### src/sv/bqe_pkg.sv
// Shared types, constants and helper functions for the billboard quad expander.
package bqe_pkg;

    localparam int CFG_AW     = 5;
    localparam int HALF_SHIFT = 15;
    localparam int POS_W      = 32 + HALF_SHIFT;
    localparam int OFF_W      = 16 + 33;
    localparam int SUM_W      = OFF_W + 2;
    localparam int Q_DEPTH    = 2;
    localparam int Q_AW       = $clog2(Q_DEPTH);

    localparam logic [2:0] CFG_RIGHT_X = 3'd0;
    localparam logic [2:0] CFG_RIGHT_Y = 3'd1;
    localparam logic [2:0] CFG_RIGHT_Z = 3'd2;
    localparam logic [2:0] CFG_UP_X    = 3'd3;
    localparam logic [2:0] CFG_UP_Y    = 3'd4;
    localparam logic [2:0] CFG_UP_Z    = 3'd5;

    localparam logic [1:0] CORNER_BL = 2'd0;
    localparam logic [1:0] CORNER_BR = 2'd1;
    localparam logic [1:0] CORNER_TR = 2'd2;
    localparam logic [1:0] CORNER_TL = 2'd3;

    localparam logic [16:0] CHAN_ONE = 17'd65536;

    typedef struct packed {
        logic signed [15:0] right_x;
        logic signed [15:0] right_y;
        logic signed [15:0] right_z;
        logic signed [15:0] up_x;
        logic signed [15:0] up_y;
        logic signed [15:0] up_z;
    } t_cam;

    typedef struct packed {
        logic signed [POS_W-1:0] pos_x;
        logic signed [POS_W-1:0] pos_y;
        logic signed [POS_W-1:0] pos_z;
        logic signed [OFF_W-1:0] roff_x;
        logic signed [OFF_W-1:0] roff_y;
        logic signed [OFF_W-1:0] roff_z;
        logic signed [OFF_W-1:0] uoff_x;
        logic signed [OFF_W-1:0] uoff_y;
        logic signed [OFF_W-1:0] uoff_z;
        logic [31:0]             argb;
    } t_rec;

    // Clamp to 1.0, scale by 255, truncate to a byte.
    function automatic logic [7:0] chan_byte(input logic [16:0] c);
        logic [16:0] v;
        logic [24:0] p;
        v = (c > CHAN_ONE) ? CHAN_ONE : c;
        p = {8'd0, v} * 25'd255;
        return p[23:16];
    endfunction

    // Floor shift by HALF_SHIFT, then saturate to 32 bits signed.
    function automatic logic [31:0] corner_sat(input logic signed [SUM_W-1:0] n);
        logic signed [SUM_W-1:0]            s;
        logic signed [SUM_W-HALF_SHIFT-1:0] q;
        logic [31:0]                        res;
        s = n >>> HALF_SHIFT;
        q = s[SUM_W-HALF_SHIFT-1:0];
        if (q[SUM_W-HALF_SHIFT-1:31] == '0 || q[SUM_W-HALF_SHIFT-1:31] == '1) begin
            res = q[31:0];
        end else if (q[SUM_W-HALF_SHIFT-1]) begin
            res = 32'h8000_0000;
        end else begin
            res = 32'h7FFF_FFFF;
        end
        return res;
    endfunction

endpackage

### src/sv/bqe_queue.sv
// Short queue of prepared particle records between front and back.
module bqe_queue
    import bqe_pkg::*;
(
    input  logic i_clk,
    input  logic i_rst_n,
    input  logic i_push,
    input  t_rec i_data,
    output logic o_full,
    input  logic i_pop,
    output t_rec o_data,
    output logic o_empty
);

    t_rec            r_mem [Q_DEPTH];
    logic [Q_AW-1:0] r_wptr;
    logic [Q_AW-1:0] r_rptr;
    logic [Q_AW:0]   r_count;
    logic            do_push;
    logic            do_pop;

    assign o_full  = (r_count == (Q_AW+1)'(Q_DEPTH));
    assign o_empty = (r_count == '0);
    assign do_push = i_push && !o_full;
    assign do_pop  = i_pop && !o_empty;
    assign o_data  = r_mem[r_rptr];

    always_ff @(posedge i_clk) begin
        if (!i_rst_n) begin
            r_wptr  <= '0;
            r_rptr  <= '0;
            r_count <= '0;
        end else begin
            if (do_push) begin
                r_wptr <= (r_wptr == Q_AW'(Q_DEPTH-1)) ? '0 : r_wptr + 1'b1;
            end
            if (do_pop) begin
                r_rptr <= (r_rptr == Q_AW'(Q_DEPTH-1)) ? '0 : r_rptr + 1'b1;
            end
            case ({do_push, do_pop})
                2'b10:   r_count <= r_count + 1'b1;
                2'b01:   r_count <= r_count - 1'b1;
                default: r_count <= r_count;
            endcase
        end
        if (do_push) begin
            r_mem[r_wptr] <= i_data;
        end
    end

endmodule

### config.mk
export PLATFORM = sky130hd
export DESIGN_NAME = bqe_queue
export DESIGN_NICKNAME = d
export VERILOG_FILES = /design/src/sv/bqe_pkg.sv /design/src/sv/bqe_queue.sv
export SDC_FILE = /design/constraint.sdc
export NUM_CORES = 1
export LEC_CHECK = 0
export BUFFER_PORTS_ARGS = -buffer_cell sky130_fd_sc_hd__buf_4
export CORE_AREA = 2 2 365 367
export DETAILED_ROUTE_END_ITERATION = 7
export DIE_AREA = 0 0 367 369
export MAX_ROUTING_LAYER = met4
export SLEW_MARGIN = 20
export SYNTH_ARGS = -nofsm -noshare
export SYNTH_HDL_FRONTEND = slang
export SYNTH_SLANG_ARGS = --single-unit
### constraint.sdc
create_clock -name i_clk -period 12.49 [get_ports i_clk]
set_input_delay 0.6245 -clock i_clk [delete_from_list [all_inputs] [get_ports i_clk]]
set_output_delay 0.6245 -clock i_clk [all_outputs]
set_load 0.05 [all_outputs]
# Word level (Yosys, flattened, before mapping)
# Memory sizes are Yosys's and may differ from the RTL's. A register that Yosys moved wholly into a read port is not among the register bits.
# Index checks and enable logic that the tools add are counted.
# totals
regBits	4
mem_bits_rw	934
in_bits	471
out_inout_bits	469
word_cells	24
mem_count	1
# classes
addsub	4
n_eq_ne	3
muxes	7
n_reduce_logical	6
# mem_list
name	words	width	read_ports	rd_clocked_by_memory_dff	wr	line	text
r_mem	2	467	1	1	1	bqe_queue.sv:15	t_rec r_mem [Q_DEPTH];
# ops
cell	n
1-bit 2-to-1 mux	6
2-bit == test (second input constant)	2
2-bit case mux with 2 select lines	1
1-bit adder (second input constant)	2
2-bit by 1-bit adder with 2-bit output (second input constant)	1
2-bit by 1-bit == test with 1-bit output (second input constant)	1
1-bit logical AND	2
1-bit logical NOT	2
2-bit logical NOT	1
2-bit nonzero test	1
2-bit by 1-bit subtractor with 2-bit output (second input constant)	1

# Logic depth before layout (Yosys ltp)
# depth
word_depth	5
depth_mapped	6
ltp_nobuf	6

# Least setup slack after synthesis
# No wires, ideal clock.
# synth_path
path_type	input to register
start	in i_push
end	mem r_mem[1][0] in the netlist's numbering, enable pin
setup_ns	0.895
arrival_ns	11.260
required_ns	11.595
slack_ns	0.335
cell_stages	1
n_path_buf	0
cell_sequence	and3_1
# synth_via
elab_chain_len	3
# synth_rtl
item	line	text
from (decl)	bqe_queue.sv:7	input logic i_push,
1-bit logical AND	bqe_queue.sv:24	assign do_push = i_push && !o_full;
1-bit 2-to-1 mux	bqe_queue.sv:46	if (do_push) begin
1-bit 2-to-1 mux (not written as such)	bqe_queue.sv:47	r_mem[r_wptr] <= i_data;
to (decl)	bqe_queue.sv:15	
# Every way passes these cells.

==> results by group <==
Run status
  – Status: finished, final reports clean

Global route
  – First-pass GRT wire length: 128.0 mm
  – Vias in the first global route: 18600
  – Initial antenna violation count: 30
  – Remaining Overflow, GRT: 0
  – GR Util All Layers: 0.1347
  – Largest net degree at the start of global routing: 152

Route
  – DRT Wirelength: roughly 93 mm
  – Post-route ant nets: 0
  – DRC: 0
  – Avg WL per Cell: 21.48 um
  – Initial drt markers: about 1200
  – TritonRoute pass-1 iters: 7
  – Vias: 17860
  – Vias per std cell: 4.115

Synthesis
  – Synth unique cells: 20
  – Mapped Cells: ~1500
  – Post-synthesis sequential area ratio: 0.8291
  – Synth top area share: 0.8262
  – Synthesized area per cell: 22.95 sq um
  – Synth Cell Area: approximately 0.034 sq mm
  – Synth top area cells: edfxtp_1, mux2_2, buf_4
  – Area leader, netlist: edfxtp_1
  – #FFs+latches synth: 939
  – Synth warnings: 0
  – Post-Syn Nets: 1951

Worst setup path
  – Slowest stage cell on the critical path: buf_4
  – Largest stage delay on the critical path: approximately 0.80 ns
  – Reg2Reg Depth: 5
  – CP cell instances: buf_4, buf_4, buf_4, mux2_2, buf_4
  – CP Class: flop to output pin
  – Worst path depth: 5
  – Crit-path most repeated cell: buf_4
  – Top delay family on crit path: buffers and inverters
  – CP Capture Point: o_data[248]
  – R2R Path Start: r_count[0]
  – Crit. End Element: output pin
  – WP buf/inv: 4
  – Reg2reg setup slack: 8.58 ns
  – Setup crit start kind: flop
  – Worst Path Arrival: 4.35 ns
  – CP max FO: 62
  – Critical path required time: 11.87 ns
  – Worst R2R End: r_mem[1][221]

Cells and area
  – Area growth, synth to finish: 36.23%
  – # nets final: 2952
  – Final-layout fill cell count: approximately 12000
  – Most frequent cells in the layout: buf_4, edfxtp_1, mux2_2
  – Finished Layout Cells: about 4300
  – Final non-filler cell area: 0.04625 sq mm
  – Final core occ: 0.3527
  – Most common cell after layout, fill and taps aside: buf_4
  – Layout cells sized above 1: 0.6157

STA
  – Fin crit share: 0.3986
  – Max-slew violations: 0
  – Min Hold Slack: 0.1218 ns
  – RSZ-0062 raised after global routing: false
  – Minimum clock period after layout: between 4 and 5 ns
  – Final setup skew: roughly 0.020 ns
  – Slew HR: 0.2630
  – Setup ws final: ~7.5 ns
  – Fmax: 200.9 MHz
  – Actual slew at the worst max-slew pin: approximately 1.1 ns
  – Final setup TNS: 0 ns
  – Final hold vios: 0
  – Number of setup violations in the final report: 0

Die
  – Total die area: roughly 0.14 sq mm
  – Die X-Extent: ~370 um
  – Die Y: approximately 370 um
  – Top-Level Pins: 940
  – Num rows: around 130
  – Core Region: about 0.13 sq mm
  – Starting Density: 0.2589

Placed design
  – DP Area: roughly 0.043 sq mm
  – DP Worst Slack: 8.228 ns
  – Post-DP HPWL: around 67 mm
  – Routability cong.: about 0.84
  – Cell count after placement: a little over 4000
  – Count of input and output buffers: ~940

Run
  – Max-Cap Viols: 0

Clocking
  – CTS clk-pin slew, worst paths: roughly 0.060 ns
  – Post-CTS Setup Inserts: 0
  – CTS Root Cell: clkbuf_16
  – H-tree depth: 3
  – Clock Latency Late Sink: roughly 0.68 ns
  – CTS Buf Count: 97
  – Hold_buf cts: 0
  – CTS Sinks: about 940
  – Resized cells post-CTS: 0
  – CTS Buffer Depth: 3
  – TritonCTS clock tree: built

Power
  – Leak: between 15 and 20 nW
  – Pwr/cell area: 243.4 mW/mm^2
  – Max VDD drop: 132.1 uV
  – Final Total Pwr: 11.25 mW

Worst hold path
  – Tightest Hold Check Type: input pin to flop
## report_power, final
part | switching (mW) | internal, mW | total (mW) | leakage, nW
clock | 1.21 | 1.67 | 2.87 | 1.57
combinational | 2.95 | 1.33 | 4.28 | 6.36
sequential | 0.118 | 3.98 | 4.10 | 8.78
total | 4.27 | 6.98 | 11.3 | 16.7
## cell usage after synthesis
cell,number
nand2_1,1
ha_1,1
o21ai_0,2
nor2_1,1
a21boi_1,2
inv_1,2
buf_2,4
or3_1,2
edfxtp_1,934
buf_6,7
xnor2_1,3
and3_1,1
nor2b_1,2
buf_4,41
and2_1,1
o21a_1,1
nand2b_2,1
dfxtp_1,5
mux2_2,467
inv_2,1
## routing by layer
metal / wire length [um] / vias to the layer above / GRT usage
li1: - / 7972 / -
met1: 34220 / 9002 / 0.1438
met2: 48030 / 733 / 0.2263
met3: 7984 / 152 / 0.05187
met4: 2985 / 0 / 0.04942
met5: 0 / - / -
## flip-flops by register name (all words and copies together) (netlist names), named ones only
| name | cells |
|---|---|
| r_rptr | 1 |
| r_mem | 934 |
| r_count | 2 |
| r_wptr | 1 |
## kinds of logic after synthesis
kind of cell / share of synthesized area
buffers and inverters: 0.01231
XOR/XNOR: 0.0007741
adder cells (fa/ha/maj): 0.0003685
flip-flops: 0.8291
AND/OR/NAND/NOR: 0.001585
multiplexers: 0.1549
AO/OA/AOI/OAI: 0.0009582
## worst min path at each step
stage / start / cells past startpoint / slack, ns / to
detailed placement: r_wptr / 2 / 0.49 / r_wptr
global placement: r_wptr / 2 / 0.48 / r_wptr
finish: i_data[305] / 1 / 0.12 / r_mem[0][305]
CTS: i_data[289] / 1 / 0.03 / r_mem[0][289]
floorplan: r_wptr / 2 / 0.46 / r_wptr
global route: i_data[289] / 1 / 0.05 / r_mem[0][289]
## area by class of cell
cell class                 instances  area (sq um)  area share
antenna                           27         67.56    0.001461
clock buffer                     109          2515     0.05438
clock inverter                    68         699.4     0.01512
inverter                           3         18.77   0.0004058
multi-input combinational        485          5389      0.1165
sequential                       939         28150      0.6087
tap                             1755          2196     0.04748
timing repair buffer             954          7212      0.1559
No activity file was read; power rests on OpenSTA's default activity.
