`config.mk`:
```
export PLATFORM = sky130hd
export DESIGN_NAME = bqe_back
export DESIGN_NICKNAME = d
export VERILOG_FILES = /design/src/sv/bqe_pkg.sv /design/src/sv/bqe_back.sv
export SDC_FILE = /design/constraint.sdc
export NUM_CORES = 1
export LEC_CHECK = 0
export BUFFER_PORTS_ARGS = -buffer_cell sky130_fd_sc_hd__buf_4
export CAP_MARGIN = 20
export CORE_AREA = 2 2 237 239
export CTS_CLUSTER_DIAMETER = 80
export CTS_CLUSTER_SIZE = 8
export DETAILED_ROUTE_END_ITERATION = 12
export DIE_AREA = 0 0 239 241
export PLACE_DENSITY = 0.65
export RECOVER_POWER = 50
export SLEW_MARGIN = 10
export SYNTH_ARGS = -nofsm -noshare
export SYNTH_HDL_FRONTEND = slang
export SYNTH_SLANG_ARGS = --single-unit
```
`constraint.sdc`:
```
create_clock -name i_clk -period 22.6 [get_ports i_clk]
set_clock_uncertainty 0.1 [all_clocks]
set_input_delay 3.39 -clock i_clk [delete_from_list [all_inputs] [get_ports i_clk]]
set_output_delay 3.39 -clock i_clk [all_outputs]
set_load 0.02 [all_outputs]
```
`src/sv/bqe_pkg.sv`:
```
// Shared types, constants and helper functions for the billboard quad expander.
package bqe_pkg;

    localparam int CFG_AW     = 5;
    localparam int HALF_SHIFT = 15;
    localparam int POS_W      = 32 + HALF_SHIFT;
    localparam int OFF_W      = 16 + 33;
    localparam int SUM_W      = OFF_W + 2;
    localparam int Q_DEPTH    = 2;
    localparam int Q_AW       = $clog2(Q_DEPTH);

    localparam logic [2:0] CFG_RIGHT_X = 3'd0;
    localparam logic [2:0] CFG_RIGHT_Y = 3'd1;
    localparam logic [2:0] CFG_RIGHT_Z = 3'd2;
    localparam logic [2:0] CFG_UP_X    = 3'd3;
    localparam logic [2:0] CFG_UP_Y    = 3'd4;
    localparam logic [2:0] CFG_UP_Z    = 3'd5;

    localparam logic [1:0] CORNER_BL = 2'd0;
    localparam logic [1:0] CORNER_BR = 2'd1;
    localparam logic [1:0] CORNER_TR = 2'd2;
    localparam logic [1:0] CORNER_TL = 2'd3;

    localparam logic [16:0] CHAN_ONE = 17'd65536;

    typedef struct packed {
        logic signed [15:0] right_x;
        logic signed [15:0] right_y;
        logic signed [15:0] right_z;
        logic signed [15:0] up_x;
        logic signed [15:0] up_y;
        logic signed [15:0] up_z;
    } t_cam;

    typedef struct packed {
        logic signed [POS_W-1:0] pos_x;
        logic signed [POS_W-1:0] pos_y;
        logic signed [POS_W-1:0] pos_z;
        logic signed [OFF_W-1:0] roff_x;
        logic signed [OFF_W-1:0] roff_y;
        logic signed [OFF_W-1:0] roff_z;
        logic signed [OFF_W-1:0] uoff_x;
        logic signed [OFF_W-1:0] uoff_y;
        logic signed [OFF_W-1:0] uoff_z;
        logic [31:0]             argb;
    } t_rec;

    // Clamp to 1.0, scale by 255, truncate to a byte.
    function automatic logic [7:0] chan_byte(input logic [16:0] c);
        logic [16:0] v;
        logic [24:0] p;
        v = (c > CHAN_ONE) ? CHAN_ONE : c;
        p = {8'd0, v} * 25'd255;
        return p[23:16];
    endfunction

    // Floor shift by HALF_SHIFT, then saturate to 32 bits signed.
    function automatic logic [31:0] corner_sat(input logic signed [SUM_W-1:0] n);
        logic signed [SUM_W-1:0]            s;
        logic signed [SUM_W-HALF_SHIFT-1:0] q;
        logic [31:0]                        res;
        s = n >>> HALF_SHIFT;
        q = s[SUM_W-HALF_SHIFT-1:0];
        if (q[SUM_W-HALF_SHIFT-1:31] == '0 || q[SUM_W-HALF_SHIFT-1:31] == '1) begin
            res = q[31:0];
        end else if (q[SUM_W-HALF_SHIFT-1]) begin
            res = 32'h8000_0000;
        end else begin
            res = 32'h7FFF_FFFF;
        end
        return res;
    endfunction

endpackage

```
`src/sv/bqe_back.sv`:
```
// Back stage: steps through the four corners of each record into the output register.
module bqe_back
    import bqe_pkg::*;
(
    input  logic        i_clk,
    input  logic        i_rst_n,
    input  t_rec        i_rec,
    input  logic        i_rec_valid,
    output logic        o_rec_pop,
    input  logic        i_pop,
    output logic        o_valid,
    output logic [31:0] o_vert_x,
    output logic [31:0] o_vert_y,
    output logic [31:0] o_vert_z,
    output logic [31:0] o_packed_argb,
    output logic        o_tex_u,
    output logic        o_tex_v,
    output logic [1:0]  o_corner,
    output logic        o_last
);

    logic              r_out_valid;
    logic [1:0]        r_corner;
    logic [31:0]       r_vert_x;
    logic [31:0]       r_vert_y;
    logic [31:0]       r_vert_z;
    logic [31:0]       r_argb;
    logic [1:0]        r_out_corner;
    logic              adv;
    logic              rs;
    logic              us;
    logic [31:0]       n_vert_x;
    logic [31:0]       n_vert_y;
    logic [31:0]       n_vert_z;

    assign adv = i_rec_valid && (!r_out_valid || i_pop);

    // Right sign is positive on the right corners, up sign on the top corners.
    assign rs = (r_corner == CORNER_BR) || (r_corner == CORNER_TR);
    assign us = (r_corner == CORNER_TR) || (r_corner == CORNER_TL);

    function automatic logic signed [SUM_W-1:0] corner_sum(
        input logic signed [POS_W-1:0] p,
        input logic signed [OFF_W-1:0] ro,
        input logic signed [OFF_W-1:0] uo,
        input logic                    rp,
        input logic                    up
    );
        logic signed [SUM_W-1:0] pe;
        logic signed [SUM_W-1:0] re;
        logic signed [SUM_W-1:0] ue;
        pe = SUM_W'(p);
        re = SUM_W'(ro);
        ue = SUM_W'(uo);
        return pe + (rp ? re : -re) + (up ? ue : -ue);
    endfunction

    assign n_vert_x = corner_sat(corner_sum(i_rec.pos_x, i_rec.roff_x, i_rec.uoff_x, rs, us));
    assign n_vert_y = corner_sat(corner_sum(i_rec.pos_y, i_rec.roff_y, i_rec.uoff_y, rs, us));
    assign n_vert_z = corner_sat(corner_sum(i_rec.pos_z, i_rec.roff_z, i_rec.uoff_z, rs, us));

    always_ff @(posedge i_clk) begin
        if (!i_rst_n) begin
            r_out_valid <= 1'b0;
            r_corner    <= CORNER_BL;
        end else begin
            if (adv) begin
                r_out_valid <= 1'b1;
                r_corner    <= r_corner + 1'b1;
            end else if (i_pop) begin
                r_out_valid <= 1'b0;
            end
        end
        if (adv) begin
            r_vert_x     <= n_vert_x;
            r_vert_y     <= n_vert_y;
            r_vert_z     <= n_vert_z;
            r_argb       <= i_rec.argb;
            r_out_corner <= r_corner;
        end
    end

    assign o_rec_pop     = adv && (r_corner == CORNER_TL);
    assign o_valid       = r_out_valid;
    assign o_vert_x      = r_vert_x;
    assign o_vert_y      = r_vert_y;
    assign o_vert_z      = r_vert_z;
    assign o_packed_argb = r_argb;
    assign o_corner      = r_out_corner;
    assign o_tex_u       = (r_out_corner == CORNER_BR) || (r_out_corner == CORNER_TR);
    assign o_tex_v       = (r_out_corner == CORNER_BL) || (r_out_corner == CORNER_BR);
    assign o_last        = (r_out_corner == CORNER_TL);

    a_corner_seq: assert property (@(posedge i_clk) disable iff (!i_rst_n)
        adv && r_corner != CORNER_TL |=> r_corner == $past(r_corner) + 2'd1)
        else $error("corner counter skipped a corner");

    a_rec_pop_end: assert property (@(posedge i_clk) disable iff (!i_rst_n)
        o_rec_pop |=> r_corner == CORNER_BL && r_out_valid && r_out_corner == CORNER_TL)
        else $error("record released before its last corner was emitted");

    a_no_drop: assert property (@(posedge i_clk) disable iff (!i_rst_n)
        r_out_valid && !i_pop |=> r_out_valid && $stable(r_out_corner))
        else $error("waiting corner lost while stalled");

endmodule
```
Yosys cells after proc, flatten, opt, wreduce, memory -nomap -nowiden

Cells that the tools add are included.

Register bits after elaboration: 133
Bits in latches: 0
Memory bits (writable): 0
ROM bits: 0
Word-level logic and storage cells: 59
Memories kept: 0

$add $sub $neg: 13
$mul: 0
Divide/modulo/power cells: 0
Magnitude comparators: 0
Equal/unequal tests: 9
Shift operators: 0
Muxes and demuxes: 14
Bitwise gates (word level): 0
Reductions and logical operators: 16

Operator list:

| kind                  | number |
|---|---|
| $mux W51              | 6 |
| $neg A49 Y51          | 6 |
| $mux W32              | 6 |
| $add A47 B51 Y51      | 3 |
| $add A51 B51 Y51      | 3 |
| $eq A5 B5 Y1 const B  | 3 |
| $logic_not A5 Y1      | 3 |
| $eq A2 B2 Y1 const B  | 4 |
| $logic_or A1 B1 Y1    | 8 |
| $eq A2 B1 Y1 const B  | 2 |
| $add A2 B1 Y2 const B | 1 |
| $logic_and A1 B1 Y1   | 2 |
| $logic_not A2 Y1      | 1 |
| $mux W1               | 2 |
| $reduce_bool A2 Y1    | 1 |
| $logic_not A1 Y1      | 1 |

Logic depth before layout (Yosys ltp)

Depth in word-level cells: 8
Depth in mapped cells: 25
Mapped depth without buffers: 23

Least setup slack after synthesis

No wires, ideal clock.

Path type: input -> output
Start: input port i_pop
End: output port o_rec_pop
Data arrival time: 10018 ps
Data required time: 19110 ps
Path slack: 9092 ps
Stages: 3
Path buffers: 0
Cells stage by stage: nor2b_1 -> nor2b_1 -> and2_1

Word-level cells in the longest chain between the ends: 3

RTL lines:

| item                | line           | text |
|---|---|---|
| start, declared     | bqe_back.sv:10 | `input logic i_pop,` |
| $logic_or A1 B1 Y1  | bqe_back.sv:36 | `assign adv = i_rec_valid && (!r_out_valid \|\| i_pop);` |
| $logic_and A1 B1 Y1 | bqe_back.sv:36 |  |
| via adv             | bqe_back.sv:29 | `logic adv;` |
| $logic_and A1 B1 Y1 | bqe_back.sv:83 | `assign o_rec_pop = adv && (r_corner == CORNER_TL);` |
| end, declared       | bqe_back.sv:9  | `output logic o_rec_pop,` |

The timed path passes the listed nets, and every way through them passes these cells.

Worst setup path after layout

Start: input port i_rec[279] (netlist bit)
End: register r_vert_x[26], in the netlist o_vert_x[26] (data pin)

Word-level cells in the longest chain between the ends: 7
Elaborated cells on any way between the ends: 9
Those cells by class: add/sub (3); eq/ne (1); mux (3); reduce/logical (2)

RTL lines:

| item                                             | line           | text |
|---|---|---|
| start, declared                                  | bqe_back.sv:7  | `input t_rec i_rec,` |
| $neg A49 Y51                                     | bqe_back.sv:55 | `return pe + (rp ? re : -re) + (up ? ue : -ue);` |
| $mux W51 (*)                                     | bqe_back.sv:55 |  |
| $add A47 B51 Y51 (*)                             | bqe_back.sv:55 |  |
| $add A51 B51 Y51 (*)                             | bqe_back.sv:55 |  |
| $eq A5 B5 Y1 or $logic_not A5 Y1 (tied branches) | bqe_pkg.sv:64  | `if (q[SUM_W-HALF_SHIFT-1:31] == '0 \|\| q[SUM_W-HALF_SHIFT-1:31] == '1) begin` |
| $logic_or A1 B1 Y1                               | bqe_pkg.sv:64  |  |
| $mux W32 (*)                                     | bqe_pkg.sv:64  |  |
| via n_vert_x[26]                                 | bqe_back.sv:32 | `logic [31:0] n_vert_x;` |
| end signal, assigned                             | bqe_back.sv:75 | `r_vert_x <= n_vert_x;` |
| end, declared                                    | bqe_back.sv:24 | `logic [31:0] r_vert_x;` |

Mark *: on every way through the listed nets, which the timed path passes. The rest lies on a longest branch.
A chain may end at the register's enable or synchronous reset.

==> metrics <==
ys async rst share=0; Synth Register Bits=133; DPL Wire Length=70000 um; initial antenna violation count=9; Die ar.=57600 um^2; GR Util met1=0.355; Reg-to-Reg Start=r_corner[1]; total core area=54900 um^2; PortBufs=605; Slew @ Worst Pin=3.85 ns; dominant synthesized flop cell=edfxtp_1; RSZ-0062 raised after global routing=false; global-route wire length before repair=124000 um; Worst path slowest cell=or4_1; GPL Wtd Cong=0.961; # setup viols final=0; Critical Path Start Type=primary input; Worst path top cell family by delay=simple AND/OR/NAND/NOR gates; CTS sink count=133; clock latency on the worst-skew pair=0.47 ns; Layout Utilization=0.516; Post-synth EDFFs=130; vias in the first global route=22500; critical path arrival=10.54 ns; hold path cells=0; share of cells above drive strength 1=0.186; YS warnings=0; status=finished, violations left; number of buffers created by CTS=17; post-synth top area share=0.171; register area share after synthesis=0.173; Hold Startpoint=r_corner[0]; slowest stage delay, CP=0.70 ns; fmax=97.3 MHz; Tcrit/Tclk final=0.455; syn nets=3587; postcts setup bufs=0; Die X=239 um; final slew viol count=70; clk buf depth=2; worst-path cell chain=buf_4 > or4_1 > or4_1 > nor4_2 > nand3b_1 > nand2b_1 > or2_1 > o41ai_1 > xor2_1 > fa_1 > inv_1 > ha_1 > a21oi_1 > o21ai_0 > a31oi_1 > o221ai_1 > nor3_1 > a21oi_1 > o21a_1 > o311ai_0 > a41o_1 > buf_16 > a41o_1; met3 Usage GRT=0.0408; WL per Instance=20.4 um; total track usage=0.280; largest net degree at the start of global routing=70; CP max FO=25; total power=3.71 mW; Detailed Routing Iterations Pass 1=6; FF-to-FF path depth=19; type of the worst setup path=in2reg; syn avg cell area=8.13 um^2; Synth area leaders=edfxtp_1 (17%), fa_1 (13%), xor2_1 (9.4%); Final TNS setup=0 ns; maximum VDD drop=0.109 mV; Synth area leader=edfxtp_1; grt ovf=0; Max-Cap Viols=1; area overhead of the layout relative to synthesis=23.9%; hold endpoint=o_corner[0]; Initial Util=0.417; met2 Track Usage GR=0.479; vias per cell=5.61; post-CTS sizing=0; H-tree depth=4; post-route cell area=28300 um^2; Site Rows=86; antenna-violating nets left=0; Clock transition at path regs=0.08 ns; busiest grt layer=met2; Total Wirelength=83200 um; Root Driver=clkbuf_16; CTS tree=done; Vias=22900; Worst Hold Class=reg2reg; Layout Nets=4131; Worst slew margin=-1.57; final hold vios=0; FILL cells=5334; Ports=606; synthesized area=22900 um^2; Worst R2R End=o_vert_z[26]; Worst R2R Setup Slack=15.31 ns; Placed Area=28000 um^2; CTS hold repair buffers=0; CP Buf/Inv Count=3; Yosys cell types=86; DR iter-0 viols=1640; Leak=13.3 nW; Gate Count Post-Synth=2811; CP Capture Type=register; DIE HEIGHT=241 um; failing checks=capacitance limit, slew limit; Req. time, crit path=22.85 ns; fin crit period=10.28 ns; DR DRC count=0; PD cells=131 nW/um^2
metal layers:
metal | routed length, um | up-vias
met1 | 34700 | 11000
met3 | 5450 | 158
met4 | 2890 | 10
li1 | - | 10800
met2 | 40100 | 938
met5 | 68 | -
sequential cells by signal, summed over array words and instances (netlist names):
register	count
o_corner	2
o_packed_argb	32
o_valid	1
o_vert_x	32
o_vert_y	32
o_vert_z	32
r_corner	2
cells by family after synthesis:
group / Yosys count / share of synthesized area
AOI/OAI and AO/OA: 743 / 0.212
and+or+nand+nor: 651 / 0.149
buffers and inverters: 581 / 0.0974
xor gates and xnor gates: 388 / 0.149
adders and majority gates: 305 / 0.215
DFF: 133 / 0.173
muxes: 10 / 0.00443
final cells by class:
class / count / area [um^2] / area share
antenna: 5 / 12.5 / 0.000442
clock buffer: 17 / 425 / 0.0150
clock inverter: 15 / 181 / 0.00641
inverter: 488 / 1830 / 0.0647
multi-input combinational: 2097 / 16700 / 0.591
sequential: 133 / 3960 / 0.140
tap: 704 / 881 / 0.0311
timing repair buffer: 618 / 4290 / 0.152
stage by stage:
step	hold slack [ns]	setup slack, ns	std cells
floorplan	0.337	9.09	2811
global placement	0.345	11.81	4039
detailed placement	0.351	11.56	4039
CTS	0.369	12.07	4071
global route	0.384	11.95	4076
finish	0.374	12.32	4077
power breakdown:
part	internal (mW)	switching, mW
sequential	0.487	0.0670
clock	0.159	0.139
combinational	1.09	1.76
total	1.74	1.97
worst register-to-register path, delay by kind of cell, from the launching register on:
family                     cells  cell delay, ns
adders and majority gates      3            1.21
and+or+nand+nor                4            1.57
AOI/OAI and AO/OA              8            2.58
DFF                            1            0.37
xor gates and xnor gates       1            0.20
buffers and inverters          3            1.07
cells in the mapped netlist, drive strengths merged (4+ instances only):
cell type,count
a211oi,14
a21boi,5
a21o,74
a21oi,190
a31o,6
a31oi,23
and2,12
and3,16
and4,10
buf,13
clkbuf,80
edfxtp,130
fa,147
ha,158
inv,487
mux2i,9
nand2,152
nand2b,23
nand3,37
nand3b,4
nand4,33
nand4b,5
nor2,132
nor2b,14
nor3,57
nor3b,5
nor4,28
o2111ai,4
o211ai,9
o21a,16
o21ai,219
o21bai,17
o221ai,5
o22ai,4
o311a,4
o31a,4
o31ai,74
o41ai,43
or2,19
or3,47
or4,49
xnor2,143
xor2,245
worst max path at each step:
stage	startpoint	to	slack, ns	cells after the start
6_report	i_rec[279]	o_vert_x[26]	12.32	23
5_1_grt	i_rec[279]	o_vert_x[12]	11.95	23
4_1_cts	i_rec[279]	o_vert_x[12]	12.07	22
3_5_place_dp	i_rec[279]	o_vert_x[12]	11.56	22
3_3_place_gp	i_rec[279]	o_vert_x[12]	11.81	22
2_1_floorplan	i_pop	o_rec_pop	9.09	3
placed cells by master (no fill, tap or decap), types with 9 or more instances in the layout:
cell	synthesis	final
o21bai_1	17	17
and4_1	10	10
clkbuf_1	77	98
nor3_1	57	57
edfxtp_1	130	130
a31oi_1	23	23
o21ai_2	28	28
a211oi_1	14	14
fa_1	147	147
ha_1	158	157
o41ai_1	41	40
mux2i_1	9	9
and3_1	15	15
clkbuf_16	0	17
or2_2	17	16
or3_1	45	45
a21o_1	74	74
xor2_1	245	245
nand2b_1	23	23
nand4_1	33	33
xnor2_1	142	142
nor2_1	132	131
o21a_1	16	16
nand2_1	152	152
o21ai_0	186	186
o31ai_1	73	73
inv_1	487	487
nor4_1	27	27
clkbuf_4	0	33
nand3_1	37	37
and2_1	11	10
nor2b_1	14	13
or4_1	47	47
a21oi_1	189	189
buf_4	3	486
o211ai_1	9	9
Note: power is estimated with default switching activity, not from simulation.
